**src/rtl/fit_policy_block_allocator_core_macros.svh**
```systemverilog
// assertion macros shared by the allocator modules
// no dependencies; included by the files that check their own logic
`ifndef FIT_POLICY_BLOCK_ALLOCATOR_CORE_MACROS_SVH
`define FIT_POLICY_BLOCK_ALLOCATOR_CORE_MACROS_SVH

// same-cycle implication, disabled during reset
`define FPBA_ASSERT_IMP(label, clk, rst_n, ante, cons, msg) \
    label: assert property (@(posedge clk) disable iff (!rst_n) (ante) |-> (cons)) \
        else $error(msg);

// next-cycle implication, disabled during reset
`define FPBA_ASSERT_NXT(label, clk, rst_n, ante, cons, msg) \
    label: assert property (@(posedge clk) disable iff (!rst_n) (ante) |=> (cons)) \
        else $error(msg);

`endif

```
**src/rtl/fpba_pkg.sv**
```systemverilog
// types, codes and microcode rom of the fit-policy block allocator
// no dependencies; imported by the sequencer, the datapath and the top level
package fpba_pkg;

    // command codes
    localparam logic CMD_LOAD = 1'b0;
    localparam logic CMD_REQ  = 1'b1;

    // placement policy codes; the unused code behaves as first fit
    localparam logic [1:0] POLICY_FIRST = 2'd0;
    localparam logic [1:0] POLICY_BEST  = 2'd1;
    localparam logic [1:0] POLICY_WORST = 2'd2;

    // fixed field widths of the stream items
    localparam int IDXF_W = 3;
    localparam int AMTF_W = 16;

    // microprogram step addresses
    typedef logic [1:0] t_step;
    localparam t_step STEP_IDLE = 2'd0;
    localparam t_step STEP_LOAD = 2'd1;
    localparam t_step STEP_SCAN = 2'd2;
    localparam t_step STEP_FIN  = 2'd3;

    // jump conditions
    typedef enum logic [1:0] {
        COND_ACCEPT   = 2'd0,
        COND_OUT_FREE = 2'd1,
        COND_LAST     = 2'd2
    } t_cond;

    // one control word
    typedef struct packed {
        logic  take_in;   // input side ready
        logic  scan_en;   // compare the entry read last cycle
        logic  ld_wr;     // write a loaded size and its result
        logic  al_wr;     // write back the allocation and its result
        logic  dispatch;  // taken jump goes by the command
        t_cond cond;
        t_step tgt;       // target when the condition holds
        t_step alt;       // target otherwise
    } t_ctrl;

    // status from the datapath to the sequencer
    typedef struct packed {
        logic last;       // scan is at the final entry
        logic out_free;   // output register can take a result
    } t_stat;

    // microcode rom
    function automatic t_ctrl ucode_rom(t_step s);
        t_ctrl w;
        w = '{take_in: 1'b0, scan_en: 1'b0, ld_wr: 1'b0, al_wr: 1'b0, dispatch: 1'b0,
              cond: COND_ACCEPT, tgt: STEP_IDLE, alt: STEP_IDLE};
        unique case (s)
            STEP_IDLE: begin
                w.take_in  = 1'b1;
                w.dispatch = 1'b1;
                w.cond     = COND_ACCEPT;
                w.alt      = STEP_IDLE;
            end
            STEP_LOAD: begin
                w.ld_wr = 1'b1;
                w.cond  = COND_OUT_FREE;
                w.tgt   = STEP_IDLE;
                w.alt   = STEP_LOAD;
            end
            STEP_SCAN: begin
                w.scan_en = 1'b1;
                w.cond    = COND_LAST;
                w.tgt     = STEP_FIN;
                w.alt     = STEP_SCAN;
            end
            STEP_FIN: begin
                w.al_wr = 1'b1;
                w.cond  = COND_OUT_FREE;
                w.tgt   = STEP_IDLE;
                w.alt   = STEP_FIN;
            end
        endcase
        return w;
    endfunction

endpackage

```
**src/rtl/fpba_ram.sv**
```systemverilog
// generic simple dual-port ram with registered read
// no dependencies; holds the free-size table of the allocator
module fpba_ram #(
    parameter int WIDTH = 16,
    parameter int DEPTH = 8
) (
    input  logic                     i_clk,
    input  logic                     i_we,
    input  logic [$clog2(DEPTH)-1:0] i_waddr,
    input  logic [WIDTH-1:0]         i_wdata,
    input  logic [$clog2(DEPTH)-1:0] i_raddr,
    output logic [WIDTH-1:0]         o_rdata
);

    logic [WIDTH-1:0] r_mem [DEPTH];

    // write port and registered read port
    always_ff @(posedge i_clk) begin
        if (i_we) begin
            r_mem[i_waddr] <= i_wdata;
        end
        o_rdata <= r_mem[i_raddr];
    end

endmodule

```
**src/rtl/fpba_seq.sv**
```systemverilog
// microcode sequencer: step counter, control rom and conditional jumps
// depends on fpba_pkg and the assertion macros header
`include "fit_policy_block_allocator_core_macros.svh"

module fpba_seq
    import fpba_pkg::*;
(
    input  logic  i_clk,
    input  logic  i_rst_n,
    input  logic  i_in_valid,
    input  logic  i_in_cmd,
    input  t_stat i_stat,
    output t_ctrl o_ctrl
);

    t_step r_step;
    t_step n_step;
    t_ctrl w_ctrl;
    logic  w_taken;

    // control word of the current step
    assign w_ctrl = ucode_rom(r_step);
    assign o_ctrl = w_ctrl;

    // condition select
    always_comb begin
        unique case (w_ctrl.cond)
            COND_ACCEPT:   w_taken = i_in_valid;
            COND_OUT_FREE: w_taken = i_stat.out_free;
            COND_LAST:     w_taken = i_stat.last;
            default:       w_taken = 1'b0;
        endcase
    end

    // next step address
    always_comb begin
        if (!w_taken) begin
            n_step = w_ctrl.alt;
        end else if (w_ctrl.dispatch) begin
            n_step = (i_in_cmd == CMD_REQ) ? STEP_SCAN : STEP_LOAD;
        end else begin
            n_step = w_ctrl.tgt;
        end
    end

    always_ff @(posedge i_clk) begin
        if (!i_rst_n) begin
            r_step <= STEP_IDLE;
        end else begin
            r_step <= n_step;
        end
    end

    // an accepted item always leaves the idle step
    `FPBA_ASSERT_NXT(a_accept_leaves_idle, i_clk, i_rst_n,
        w_ctrl.take_in && i_in_valid, !o_ctrl.take_in, "input taken twice in a row")
    // the final scanned entry leads to the write-back step
    `FPBA_ASSERT_NXT(a_last_to_fin, i_clk, i_rst_n,
        w_ctrl.scan_en && i_stat.last, r_step == STEP_FIN, "scan did not end in write-back")

endmodule

```
**src/rtl/fpba_dp.sv**
```systemverilog
// allocator datapath: item registers, size table, scan compare and result register
// depends on fpba_pkg, fpba_ram and the assertion macros header
`include "fit_policy_block_allocator_core_macros.svh"

module fpba_dp
    import fpba_pkg::*;
#(
    parameter int NUM_BLOCKS = 8,
    parameter int SIZE_WIDTH = 16
) (
    input  logic              i_clk,
    input  logic              i_rst_n,
    input  t_ctrl             i_ctrl,
    output t_stat             o_stat,
    input  logic              i_in_valid,
    input  logic              i_in_cmd,
    input  logic [IDXF_W-1:0] i_in_bidx,
    input  logic [AMTF_W-1:0] i_in_amt,
    input  logic              i_cfg_we,
    input  logic [1:0]        i_cfg_wdata,
    output logic              o_out_valid,
    input  logic              i_out_ready,
    output logic              o_out_grant,
    output logic [IDXF_W-1:0] o_out_idx,
    output logic [AMTF_W-1:0] o_out_rem
);

    localparam int IW = $clog2(NUM_BLOCKS);
    localparam logic [IW-1:0] LAST_IDX = IW'(NUM_BLOCKS - 1);

    // item and scan registers
    logic                  r_cmd;
    logic [IDXF_W-1:0]     r_bidx;
    logic [SIZE_WIDTH-1:0] r_amt;
    logic [IW-1:0]         r_ptr;
    logic [IW-1:0]         n_ptr;
    logic                  r_found;
    logic                  n_found;
    logic [IW-1:0]         r_pick;
    logic [IW-1:0]         n_pick;
    logic [SIZE_WIDTH-1:0] r_pick_sz;
    logic [SIZE_WIDTH-1:0] n_pick_sz;
    logic [1:0]            r_policy;
    logic [NUM_BLOCKS-1:0] r_valid;
    logic                  r_rd_vld;

    // result register
    logic                  r_out_vld;
    logic                  r_out_grant;
    logic [IDXF_W-1:0]     r_out_idx;
    logic [AMTF_W-1:0]     r_out_rem;

    logic                  w_accept;
    logic                  w_out_free;
    logic                  w_last;
    logic                  w_ld_go;
    logic                  w_al_go;
    logic                  w_load_ok;
    logic                  w_we;
    logic [IW-1:0]         w_waddr;
    logic [SIZE_WIDTH-1:0] w_wdata;
    logic [IW-1:0]         w_raddr;
    logic [SIZE_WIDTH-1:0] w_rdata;
    logic [SIZE_WIDTH-1:0] w_sz;
    logic [SIZE_WIDTH-1:0] w_left;
    logic                  w_fits;
    logic                  w_better;

    assign w_accept   = i_ctrl.take_in && i_in_valid;
    assign w_out_free = !r_out_vld || i_out_ready;
    assign w_last     = (r_ptr == LAST_IDX);
    assign w_ld_go    = i_ctrl.ld_wr && w_out_free;
    assign w_al_go    = i_ctrl.al_wr && w_out_free;
    assign w_load_ok  = (32'(r_bidx) < 32'(NUM_BLOCKS));
    assign w_left     = r_pick_sz - r_amt;

    assign o_stat.last     = w_last;
    assign o_stat.out_free = w_out_free;

    // table write: a loaded size or the reduced size of the picked entry
    always_comb begin
        w_we    = 1'b0;
        w_waddr = r_pick;
        w_wdata = w_left;
        if (w_ld_go && w_load_ok) begin
            w_we    = 1'b1;
            w_waddr = IW'(r_bidx);
            w_wdata = r_amt;
        end else if (w_al_go && r_found) begin
            w_we = 1'b1;
        end
    end

    // read one entry ahead of the compare
    assign w_raddr = (i_ctrl.scan_en && !w_last) ? (r_ptr + 1'b1) : '0;

    fpba_ram #(
        .WIDTH (SIZE_WIDTH),
        .DEPTH (NUM_BLOCKS)
    ) u_ram (
        .i_clk   (i_clk),
        .i_we    (w_we),
        .i_waddr (w_waddr),
        .i_wdata (w_wdata),
        .i_raddr (w_raddr),
        .o_rdata (w_rdata)
    );

    // entries never written read as zero
    assign w_sz   = r_rd_vld ? w_rdata : '0;
    assign w_fits = (w_sz >= r_amt);

    // policy compare against the current pick
    always_comb begin
        unique case (r_policy)
            POLICY_BEST:  w_better = (w_sz < r_pick_sz);
            POLICY_WORST: w_better = (w_sz > r_pick_sz);
            default:      w_better = 1'b0;
        endcase
    end

    // scan pointer and pick
    always_comb begin
        n_ptr     = '0;
        n_found   = r_found;
        n_pick    = r_pick;
        n_pick_sz = r_pick_sz;
        if (i_ctrl.take_in) begin
            n_found = 1'b0;
        end else if (i_ctrl.scan_en) begin
            n_ptr = w_last ? '0 : (r_ptr + 1'b1);
            if (w_fits && (!r_found || w_better)) begin
                n_found   = 1'b1;
                n_pick    = r_ptr;
                n_pick_sz = w_sz;
            end
        end
    end

    // control registers
    always_ff @(posedge i_clk) begin
        if (!i_rst_n) begin
            r_ptr     <= '0;
            r_found   <= 1'b0;
            r_policy  <= POLICY_FIRST;
            r_valid   <= '0;
            r_rd_vld  <= 1'b0;
            r_out_vld <= 1'b0;
        end else begin
            r_ptr    <= n_ptr;
            r_found  <= n_found;
            r_rd_vld <= r_valid[w_raddr];
            if (i_cfg_we) begin
                r_policy <= i_cfg_wdata;
            end
            if (w_we) begin
                r_valid[w_waddr] <= 1'b1;
            end
            if (w_ld_go || w_al_go) begin
                r_out_vld <= 1'b1;
            end else if (i_out_ready) begin
                r_out_vld <= 1'b0;
            end
        end
    end

    // payload registers
    always_ff @(posedge i_clk) begin
        r_pick    <= n_pick;
        r_pick_sz <= n_pick_sz;
        if (w_accept) begin
            r_cmd  <= i_in_cmd;
            r_bidx <= i_in_bidx;
            r_amt  <= SIZE_WIDTH'(i_in_amt);
        end
        if (w_ld_go) begin
            r_out_grant <= 1'b0;
            r_out_idx   <= r_bidx;
            r_out_rem   <= w_load_ok ? AMTF_W'(r_amt) : '0;
        end else if (w_al_go) begin
            r_out_grant <= r_found;
            r_out_idx   <= r_found ? IDXF_W'(r_pick) : '0;
            r_out_rem   <= r_found ? AMTF_W'(w_left) : '0;
        end
    end

    assign o_out_valid = r_out_vld;
    assign o_out_grant = r_out_grant;
    assign o_out_idx   = r_out_idx;
    assign o_out_rem   = r_out_rem;

    // a pick always fits the requested amount
    `FPBA_ASSERT_IMP(a_pick_fits, i_clk, i_rst_n,
        r_found && (i_ctrl.scan_en || i_ctrl.al_wr), r_pick_sz >= r_amt,
        "picked entry smaller than request")
    // once found during a scan, a fit is never lost
    `FPBA_ASSERT_NXT(a_found_sticks, i_clk, i_rst_n,
        i_ctrl.scan_en && r_found, r_found, "found flag dropped mid-scan")
    // a write-back only runs for a request
    `FPBA_ASSERT_IMP(a_fin_is_req, i_clk, i_rst_n,
        i_ctrl.al_wr, r_cmd == CMD_REQ, "write-back for a load item")

endmodule

```
**src/rtl/fit_policy_block_allocator_core.sv**
```systemverilog
// top level of the fit-policy block allocator: stream ports, sequencer and datapath
// depends on fpba_pkg, fpba_seq, fpba_dp and fpba_ram

// Keeps a free-size table of NUM_BLOCKS entries (all zero after reset) and serves one item at a
// time. A load item (tuser 0) writes one entry and answers with that index and size; a request
// (tuser 1) picks a fitting entry under the policy register (first, best or worst fit, ties to
// the lowest index), subtracts the amount and answers with the grant, index and remaining size.
// A request steps through accepting the item, a scan of every table entry through the single
// read port of the size ram and a write-back; a load is accepted and then writes one entry.
// A result sits in an output register, so the next item is accepted while it waits; the block
// stalls only when a new result is ready and the previous one has not been taken. No clearing
// pass follows reset: per-entry valid bits make unwritten entries read as zero.
module fit_policy_block_allocator_core
    import fpba_pkg::*;
#(
    parameter int NUM_BLOCKS = 8,
    parameter int SIZE_WIDTH = 16
) (
    input  logic        i_clk,
    input  logic        i_rst_n,
    // configuration: placement policy
    input  logic        i_cfg_we,
    input  logic [1:0]  i_cfg_wdata,
    // input stream
    input  logic        s_axis_tvalid,
    output logic        s_axis_tready,
    input  logic [23:0] s_axis_tdata,   // [2:0] block_index, [18:3] amount, rest zero
    input  logic        s_axis_tuser,   // [0] cmd
    // result stream
    output logic        m_axis_tvalid,
    input  logic        m_axis_tready,
    output logic [23:0] m_axis_tdata,   // [2:0] chosen_block, [18:3] remaining, rest zero
    output logic        m_axis_tuser    // [0] granted
);

    t_ctrl             w_ctrl;
    t_stat             w_stat;
    logic [IDXF_W-1:0] w_out_idx;
    logic [AMTF_W-1:0] w_out_rem;

    assign s_axis_tready = w_ctrl.take_in;

    // microcode sequencer
    fpba_seq u_seq (
        .i_clk      (i_clk),
        .i_rst_n    (i_rst_n),
        .i_in_valid (s_axis_tvalid),
        .i_in_cmd   (s_axis_tuser),
        .i_stat     (w_stat),
        .o_ctrl     (w_ctrl)
    );

    // datapath with the size table
    fpba_dp #(
        .NUM_BLOCKS (NUM_BLOCKS),
        .SIZE_WIDTH (SIZE_WIDTH)
    ) u_dp (
        .i_clk       (i_clk),
        .i_rst_n     (i_rst_n),
        .i_ctrl      (w_ctrl),
        .o_stat      (w_stat),
        .i_in_valid  (s_axis_tvalid),
        .i_in_cmd    (s_axis_tuser),
        .i_in_bidx   (s_axis_tdata[2:0]),
        .i_in_amt    (s_axis_tdata[18:3]),
        .i_cfg_we    (i_cfg_we),
        .i_cfg_wdata (i_cfg_wdata),
        .o_out_valid (m_axis_tvalid),
        .i_out_ready (m_axis_tready),
        .o_out_grant (m_axis_tuser),
        .o_out_idx   (w_out_idx),
        .o_out_rem   (w_out_rem)
    );

    // result packing
    assign m_axis_tdata = {5'd0, w_out_rem, w_out_idx};

endmodule

```
**config.mk**
```make
export PLATFORM = sky130hd
export DESIGN_NAME = fit_policy_block_allocator_core
export DESIGN_NICKNAME = d
export VERILOG_FILES = /design/src/rtl/fpba_pkg.sv /design/src/rtl/fpba_ram.sv /design/src/rtl/fpba_seq.sv /design/src/rtl/fpba_dp.sv /design/src/rtl/fit_policy_block_allocator_core.sv
export VERILOG_INCLUDE_DIRS = /design/src /design/src/rtl
export SDC_FILE = /design/constraint.sdc
export NUM_CORES = 1
export LEC_CHECK = 0
export BUFFER_PORTS_ARGS = -buffer_cell sky130_fd_sc_hd__buf_4
export CAP_MARGIN = 5
export CORE_UTILIZATION = 50
export CTS_CLUSTER_SIZE = 8
export DETAILED_ROUTE_END_ITERATION = 10
export PLACE_DENSITY = 0.68
export RECOVER_POWER = 50
export SLEW_MARGIN = 10
export SYNTH_ARGS = -nofsm -noshare
export SYNTH_HDL_FRONTEND = slang
export SYNTH_HIERARCHICAL = 1
export SYNTH_SLANG_ARGS = --single-unit
```
**constraint.sdc**
```tcl
create_clock -name i_clk -period 9.45 [get_ports i_clk]
set_input_delay 0.945 -clock i_clk [delete_from_list [all_inputs] [get_ports i_clk]]
set_output_delay 0.945 -clock i_clk [all_outputs]
set_load 0.005 [all_outputs]
```
# Word level (Yosys, flattened, before mapping)
# Memory sizes are Yosys's and may differ from the RTL's. A register that Yosys moved wholly into a read port is not among the register bits.
# Index checks and enable logic that the tools add are counted.
op_classes:
  n_addsub: 2
  n_lt_le_gt_ge: 6
  n_eq_ne: 8
  mux: 32
  n_bitwise: 4
  reduce_logical: 22
ops:
  columns: ["op", "count"]
  rows:
  - ["16-bit two-way mux", 5]
  - ["16-bit >= comparator", 1]
  - ["16-bit > comparator", 1]
  - ["16-bit less-than comparator", 1]
  - ["16-bit subtractor", 1]
  - ["3-bit two-way mux", 5]
  - ["1-bit two-way mux", 12]
  - ["2-bit equality test, second input constant", 4]
  - ["3-bit by 4-bit less-than comparator with 1-bit output, second input constant", 2]
  - ["2-bit two-way mux", 4]
  - ["8-bit bitwise OR", 1]
  - ["2-bit case mux with 4 select lines", 1]
  - ["1-bit logical AND", 7]
  - ["2-bit by 1-bit equality test with 1-bit output, second input constant", 3]
  - ["2-bit case mux with 3 select lines", 1]
  - ["2-bit zero test", 2]
  - ["2-bit nonzero test", 2]
  - ["2-bit OR reduction", 2]
  - ["4-bit OR reduction", 1]
  - ["3-bit by 1-bit adder with 3-bit output, second input constant", 1]
  - ["1-bit binary-select mux with 3-bit select", 1]
  - ["1-bit demux with 3-bit select", 1]
  - ["3-bit equality test, second input constant", 1]
  - ["3-bit by 1-bit >= comparator with 1-bit output, second input constant", 1]
  - ["other kinds (7)", 13]
totals:
  ff_bits: 76
  ramBits: 128
  input_bits: 32
  out_inout_bits: 27
  wordCells: 89
  mem_count: 1
mem_list:
  columns: ["name", "depth", "word_bits", "read_ports", "rd_ports_with_merged_regs", "wr", "line_no", "source"]
  rows:
  - ["u_dp.u_ram.r_mem", 8, 16, 1, 1, 1, "fpba_ram.sv:15", "logic [WIDTH-1:0] r_mem [DEPTH];"]

# Longest topological paths before layout
# Gate-level depths: netlist of the first run.
logic_depth:
  depth_word: 9
  mapped_depth: 11
  depth_no_buf: 11

# Cells and area by module
# The synthesis of the first run kept the hierarchy.
by_module_without_submodules:
  columns: ["module", "n_inst", "cells_each", "area_per_inst_um2", "seq_area_each_um2"]
  rows:
  - ["fpba_ram", 1, 214, 5293.8, 4164.0]
  - ["fpba_dp", 1, 438, 4505.6, 2052.0]
  - ["fpba_seq", 1, 20, 163.9, 40.0]
  - ["fit_policy_block_allocator_core", 1, 6, 41.3, 0.0]

# Worst setup path after synthesis of the first run
# No wires, ideal clock.
synth_timing:
  path_type: "input port to flip-flop"
  start: "input m_axis_tready"
  end: "memory u_dp.u_ram.r_mem[0][0], enable pin"
  setup_ps: 409
  arrival_ps: 3280
  t_required_ps: 9041
  setup_slack_ps: 5760
  path_stages: 7
  n_path_buf: 1
  cell_sequence: "nand2b_1 -> and2_1 -> buf_2 -> mux2i_1 -> inv_1 -> nand2b_1 -> nor3_1"
synth_via:
  elab_cells_between_ends: 9
  classes_between: "mux: 5; reduce/logical: 4"
synth_lines:
  columns: ["element", "line_no", "source"]
  rows:
  - ["start, declared", "fit_policy_block_allocator_core.sv:31", "input logic m_axis_tready,"]
  - ["1-bit logical OR", "fpba_dp.sv:70", "assign w_out_free = !r_out_vld || i_out_ready;"]
  - ["1-bit logical AND", "fpba_dp.sv:72", "assign w_ld_go = i_ctrl.ld_wr && w_out_free;"]
  - ["3-bit two-way mux", "fpba_dp.sv:85", "if (w_ld_go && w_load_ok) begin"]
  - ["via u_dp.w_waddr[2]", "fpba_dp.sv:60", "logic [IW-1:0] w_waddr;"]
  - ["end, declared", "fpba_ram.sv:15", null]
# The timed path passes the listed nets, and every way through them passes these cells.

==> run metrics, run 1 <==
outcome finished, violations left; failing checks max-capacitance violations, max-slew violations; Final WS setup 5.191 ns; Worst Path Arrival 4.41 ns; Hold WS 0.4460 ns; Final Hold Viols 0; crit-path max cell delay 1.16 ns; RSZ-0062 raised after global routing no; row count 51; fin util 0.5871; via count 5,732; Max Clock Skew 0.01001 ns; Mapped Avg Cell Area 14.82 sq um; gr usage total 0.2118; Post-DP Area 0.01061 sq mm; placed cells 972; cell depth of the worst flop-to-flop path 7; Post-DP HPWL 14,020 um; clk sink count 220; # setup viols final 0; CP Launch Type input pin; Clock Tree Buf Depth 3; cell area after synthesis 0.009975 sq mm; Synth Instances 673; post-route ant nets 0; Final min period 4.259 ns; H-tree depth 1; fin crit share 0.4506; final std cells w/o fill 1,028; Die H 143.2 um; Vias/cell 5.576; CP Capture Type flop; WL/cell 20.35 um; CTS tree done; reg2reg setup slack 5.29 ns; Pins Over Slew Limit 54; relative slew slack -0.6037; Tot Pwr 2.234 mW; hold depth 0; drt pass-1 iters 5; min-delay worst type reg -> reg; Antenna Cells 0; width of the die 143.2 um; Slew @ Worst Pin 2.406 ns; initial antenna violation count 0; Post-CTS Setup Bufs 0; Worst R2R Start u_dp/r_ptr[0]$_SDFF_PP0_; Crit Path Class in -> reg; later-pin clock latency in the skew report 0.54 ns; Max IR drop VDD 0.1548 mV; design area 0.01146 sq mm; Yosys warning count 6; residual DRC count 0; CP Data Required Time 9.60 ns; Core ar. 0.01953 sq mm; Top cell by count, worst path nand2b_1; worst-path cell chain clkbuf_4 > nand2b_1 > and2_0 > mux2i_1 > inv_1 > nand2b_1 > nor2_2; PostCTS Resize Cnt 0; vias in the first global route 5,918; slowest cell on the critical path and2_0; Worst R2R End u_dp/u_ram/o_rdata[2]$_DFF_P_; DRT iter0 DRCs 415; final WL 20,920 um; TritonCTS Buffers 31; Final Net Count 821; fmax 234.8 MHz; Max Cap Viol 3; I/O pin total 59; largest net degree at the start of global routing 34; Die ar. 0.02052 sq mm; clock-pin slew on the worst setup and hold paths 0.05 ns; area grow syn2layout 14.93%; CP Max Fanout 26; gr ovfl total 0; Pleak 4.258 nW; Setup TNS 0 ns; I/O Buffers 48; layout cells sized above 1 0.1442; Hold Crit Start u_dp/r_ptr[2]$_SDFF_PP0_; hold buffer count at cts 0; Power Dens Cells 194.9 mW/mm^2; Initial Utilization 0.5108; first-pass GRT wire length 32,190 um; Root Driver clkbuf_16; hold endpoint u_dp/r_pick[2]$_DFFE_PP_; DP Worst Slack 4.980 ns; routability congestion estimate 0.8981
[sequential cells by signal (all words and copies together), names as in the netlist, 3 cells and up]
name	flops
u_dp/r_ptr	3
u_dp/r_pick	3
u_dp/r_amt	16
u_dp/r_valid	8
u_dp/u_ram/r_mem	128
u_dp/r_bidx	3
u_dp/o_out_rem	16
u_dp/u_ram/o_rdata	16
u_dp/o_out_idx	3
u_dp/r_pick_sz	16
[worst max-delay path: cells and delay by family]
| family | cells | cell delay (ns) |
|---|---|---|
| AND/OR/NAND/NOR | 4 | 2.46 |
| multiplexers | 1 | 0.58 |
| buffers and inverters | 2 | 0.41 |
[where the power goes]
group	internal (mW)	switching [mW]	total (mW)	leakage (nW)
clock network	0.624	0.382	1.01	0.426
logic	0.0477	0.0853	0.133	1.82
registers	1.09	0.00795	1.10	2.01
total	1.76	0.475	2.23	4.26
[worst max path at each step]
stage / to / cells after the start / from / slack [ns]
final: u_dp/u_ram/r_mem[5][6]$_DFFE_PP_ / 7 / m_axis_tready / 5.19
after global placement: u_dp/u_ram/r_mem[5][11]$_DFFE_PP_ / 7 / m_axis_tready / 5.10
after global routing: u_dp/u_ram/r_mem[5][3]$_DFFE_PP_ / 7 / m_axis_tready / 4.89
after CTS: u_dp/u_ram/r_mem[5][2]$_DFFE_PP_ / 7 / m_axis_tready / 5.53
after floorplan: u_dp/u_ram/r_mem[0][0]$_DFFE_PP_ / 7 / m_axis_tready / 5.76
after detailed placement: u_dp/u_ram/r_mem[5][12]$_DFFE_PP_ / 7 / m_axis_tready / 4.98
[metal layers]
| layer | part of all wire | routed length [um] | global-route usage |
|---|---|---|---|
| met2 | 0.48 | 9979 | 0.3492 |
| met1 | 0.45 | 9366 | 0.2893 |
| met3 | 0.050 | 1038 | 0.03286 |
| met5 | 0 | 0 | 0 |
| met4 | 0.026 | 537 | 0.06607 |
[area by class of cell]
type | count | area, sq um
clock inverter | 1 | 8.758
multi-input combinational | 386 | 3428
tap | 265 | 331.6
inverter | 45 | 168.9
sequential | 220 | 6256
clock buffer | 55 | 887.1
fill | 1554 | 8063
timing repair buffer | 56 | 382.9
[cell usage in the layout (no fill, tap or decap), types with 3 or more instances in the layout]
master and n:
a211oi_1 3, a21boi_0 3, a21o_1 9, a21oi_1 21, a31oi_1 5, and2_0 16, and2_1 3, and4_1 3
buf_4 11, clkbuf_1 33, clkbuf_16 32, clkbuf_4 35, conb_1 5, dfxtp_1 35, edfxtp_1 185, ha_1 48
inv_1 45, mux2_1 5, mux2_2 12, mux2i_1 11, mux4_1 28, mux4_2 4, nand2_1 29, nand2b_1 10
nand3_1 3, nand4_1 3, nor2_1 39, nor2b_1 20, nor3_1 12, o211ai_1 5, o21a_1 7, o21ai_0 27
xnor2_1 6, xor2_1 5
Note: power is estimated with default switching activity, not from simulation.
==> inputs of run 2 (changes only) <==
PLACE_DENSITY = 0.7   (was 0.68)
clock period = 3.6 ns   (was 9.45 ns; I/O delays follow)
==> run 2 against run 1 <==
Against the previous run:
- the flow still finishes with violations (max-capacitance violations, max-slew violations)
- via count increased by 1.5%
- sequential share of layout area decreased by 0.83 points
- critical path depth grew 3
- clock skew up 0.015 ns
- critical path type is now reg -> reg
- hold slack worse by 0.40 ns
- global-route usage down 0.48 points
- design area is 1.6% higher
==> run metrics, run 2 (same netlist as run 1, synthesis figures left out) <==
Largest register FFs 128 (unchanged); Worst Path Arrival 3.46 ns (-0.95 ns); DRT iter0 DRCs 380 (-8.4%); Clock Tree Buf Depth 3 (unchanged); TritonCTS Buffers 31 (unchanged); Max Clock Skew 0.02516 ns (+0.01515 ns); final std cells w/o fill 1,056 (+2.7%); most common cell after layout, fill and taps aside edfxtp_1; largest net degree at the start of global routing 34 (unchanged); area grow syn2layout 16.73%; gr ovfl total 0 (unchanged); delay-heaviest family, CP compound AO/OA/AOI/OAI gates; clock-pin slew on the worst setup and hold paths 0.05 ns (about the same); Antenna Cells 0 (unchanged); crit-path max cell delay 0.49 ns (-0.67 ns); first-pass GRT wire length 31,530 um (-2.0%); routability congestion estimate 0.8847 (-1.5%); register area 0.006257 sq mm (about the same); Slew @ Worst Pin 1.529 ns (-0.8768 ns); Post-CTS Setup Bufs 0 (unchanged); clk sink count 220 (unchanged); fin crit share 0.9050; residual DRC count 0 (unchanged); drt pass-1 iters 4 (-1); row count 51 (unchanged); Setup TNS 0 ns (unchanged); area occupied by multi-input gates 0.003411 sq mm (-0.51%); Root Driver clkbuf_16; CP Data Required Time 3.80 ns (-5.80 ns); Core ar. 0.01953 sq mm (unchanged); Die H 143.2 um (unchanged); slowest cell on the critical path dfxtp_2; gr usage total 0.2070 (-0.004812); Final Net Count 849 (+3.4%); largest register by flop count u_dp/u_ram/r_mem; min-delay worst type in -> reg; Final Hold Viols 0 (unchanged); Post-DP HPWL 13,630 um (-2.8%); width of the die 143.2 um (unchanged); initial antenna violation count 0 (unchanged); Max Cap Viol 1 (-2); CP Capture Type flop; H-tree depth 1 (unchanged); failing checks max-capacitance violations, max-slew violations; post-route ant nets 0 (unchanged); layout cells sized above 1 0.1568 (+0.01260); final WL 20,470 um (-2.2%); Initial Utilization 0.5108 (unchanged); Max IR drop VDD 0.3624 mV (+130%); CP Max Fanout 19 (-27%); Tot Pwr 5.805 mW (+160%); I/O pin total 59 (unchanged); FILL cells 1,502 (-3.3%); relative slew slack -0.01977 (+0.5839); Final min period 3.258 ns; placed cells 987 (+1.5%); Power Dens Cells 498.6 mW/mm^2 (+160%); via count 5,820 (+1.5%); most frequent cells in the layout edfxtp_1, ha_1, inv_1; WL/cell 19.38 um (-4.8%); RSZ-0062 raised after global routing no; WP buf/inv 1 (-1); later-pin clock latency in the skew report 0.54 ns (about the same); CTS tree done; outcome finished, violations left; # setup viols final 0 (unchanged); Crit Path Class reg -> reg; Pleak 4.352 nW (+2.2%); fmax 306.9 MHz; vias in the first global route 5,876 (-0.71%); Die ar. 0.02052 sq mm (unchanged); I/O Buffers 48 (unchanged); CP Launch Type flop; Vias/cell 5.511 (-1.2%); Pins Over Slew Limit 20 (-63%); worst-path cell chain and2_0 > ha_1 > a211oi_1 > o21ai_0 > o211ai_1 > a21oi_1 > a2111oi_4 > mux2i_1 > a211oi_2 > buf_4
## run 2: cell types whose count changed in the layout (fill, tap and decap cells not counted), moves of 5 or more
cell / change
dlygate4sd3_1: +13
buf_4: +9
clkbuf_1: +6
mux2_1: -5
mux2_2: +5
## run 2: report_power, final
| group | switching (mW) | leakage (nW) | internal (mW) |
|---|---|---|---|
| clock | 0.972 | 0.414 | 1.59 |
| combinational | 0.224 | 1.92 | 0.143 |
| sequential | 0.0208 | 2.01 | 2.85 |
| total | 1.22 | 4.35 | 4.59 |
## run 2: area by class of cell
type	count	share of cell area
Clock inverter	1	0.0004298
Clock buffer	55	0.07436
Tap cell	265	0.02848
Sequential cell	220	0.5374
Multi-Input combinational cell	386	0.2929
Timing Repair Buffer	84	0.05190
Inverter	45	0.01451
## run 2: final timing paths
path                       startpoint                     endpoint  slack [ns]  cells past startpoint
max          u_dp/r_rd_vld$_SDFF_PN0_  u_dp/r_pick_sz[9]$_DFFE_PP_        0.34                     10
min                   s_axis_tdata[3]      u_dp/r_amt[0]$_DFFE_PP_        0.05                      1
max reg2reg  u_dp/r_rd_vld$_SDFF_PN0_  u_dp/r_pick_sz[9]$_DFFE_PP_        0.34                     10
min reg2reg  u_dp/r_ptr[2]$_SDFF_PP0_     u_dp/r_pick[2]$_DFFE_PP_        0.45                      0
## run 2: what timing repair did
item	in CTS	in global routing
endpoints found under the setup margin	0	32
resized for setup	0	3
hold endpoints to repair	13	0
hold buffers	13	0
## run 2: worst reg2reg max path, delay by kind of cell (launching register included)
| kind | cells | cell delay [ns] |
|---|---|---|
| AOI/OAI and AO/OA | 6 | 1.38 |
| DFF | 1 | 0.49 |
| and+or+nand+nor | 1 | 0.26 |
| adders and majority gates | 1 | 0.29 |
| muxes | 1 | 0.15 |
| buffers and inverters | 1 | 0.34 |
## run 2: through the flow
stage	cell area, sq um	hold slack (ns)	setup WS (ns)	utilization
2_1_floorplan	9990	0.4123	0.3193	-
3_3_place_gp	10710	0.4244	0.2942	0.5484
3_5_place_dp	10710	0.4292	0.1901	0.5484
4_1_cts	11710	0.0008265	0.1403	0.5996
5_1_grt	11640	0.02696	0.1164	0.5963
6_report	11640	0.04741	0.3420	0.5963
## run 2: layer usage
metal  vias up  part of all wire  GRT usage
li1       2749                 -          -
met1      2873              0.44     0.2769
met2       158              0.49     0.3420
met3        40             0.045    0.03588
met4         0             0.023    0.07167
met5         -                 0          0
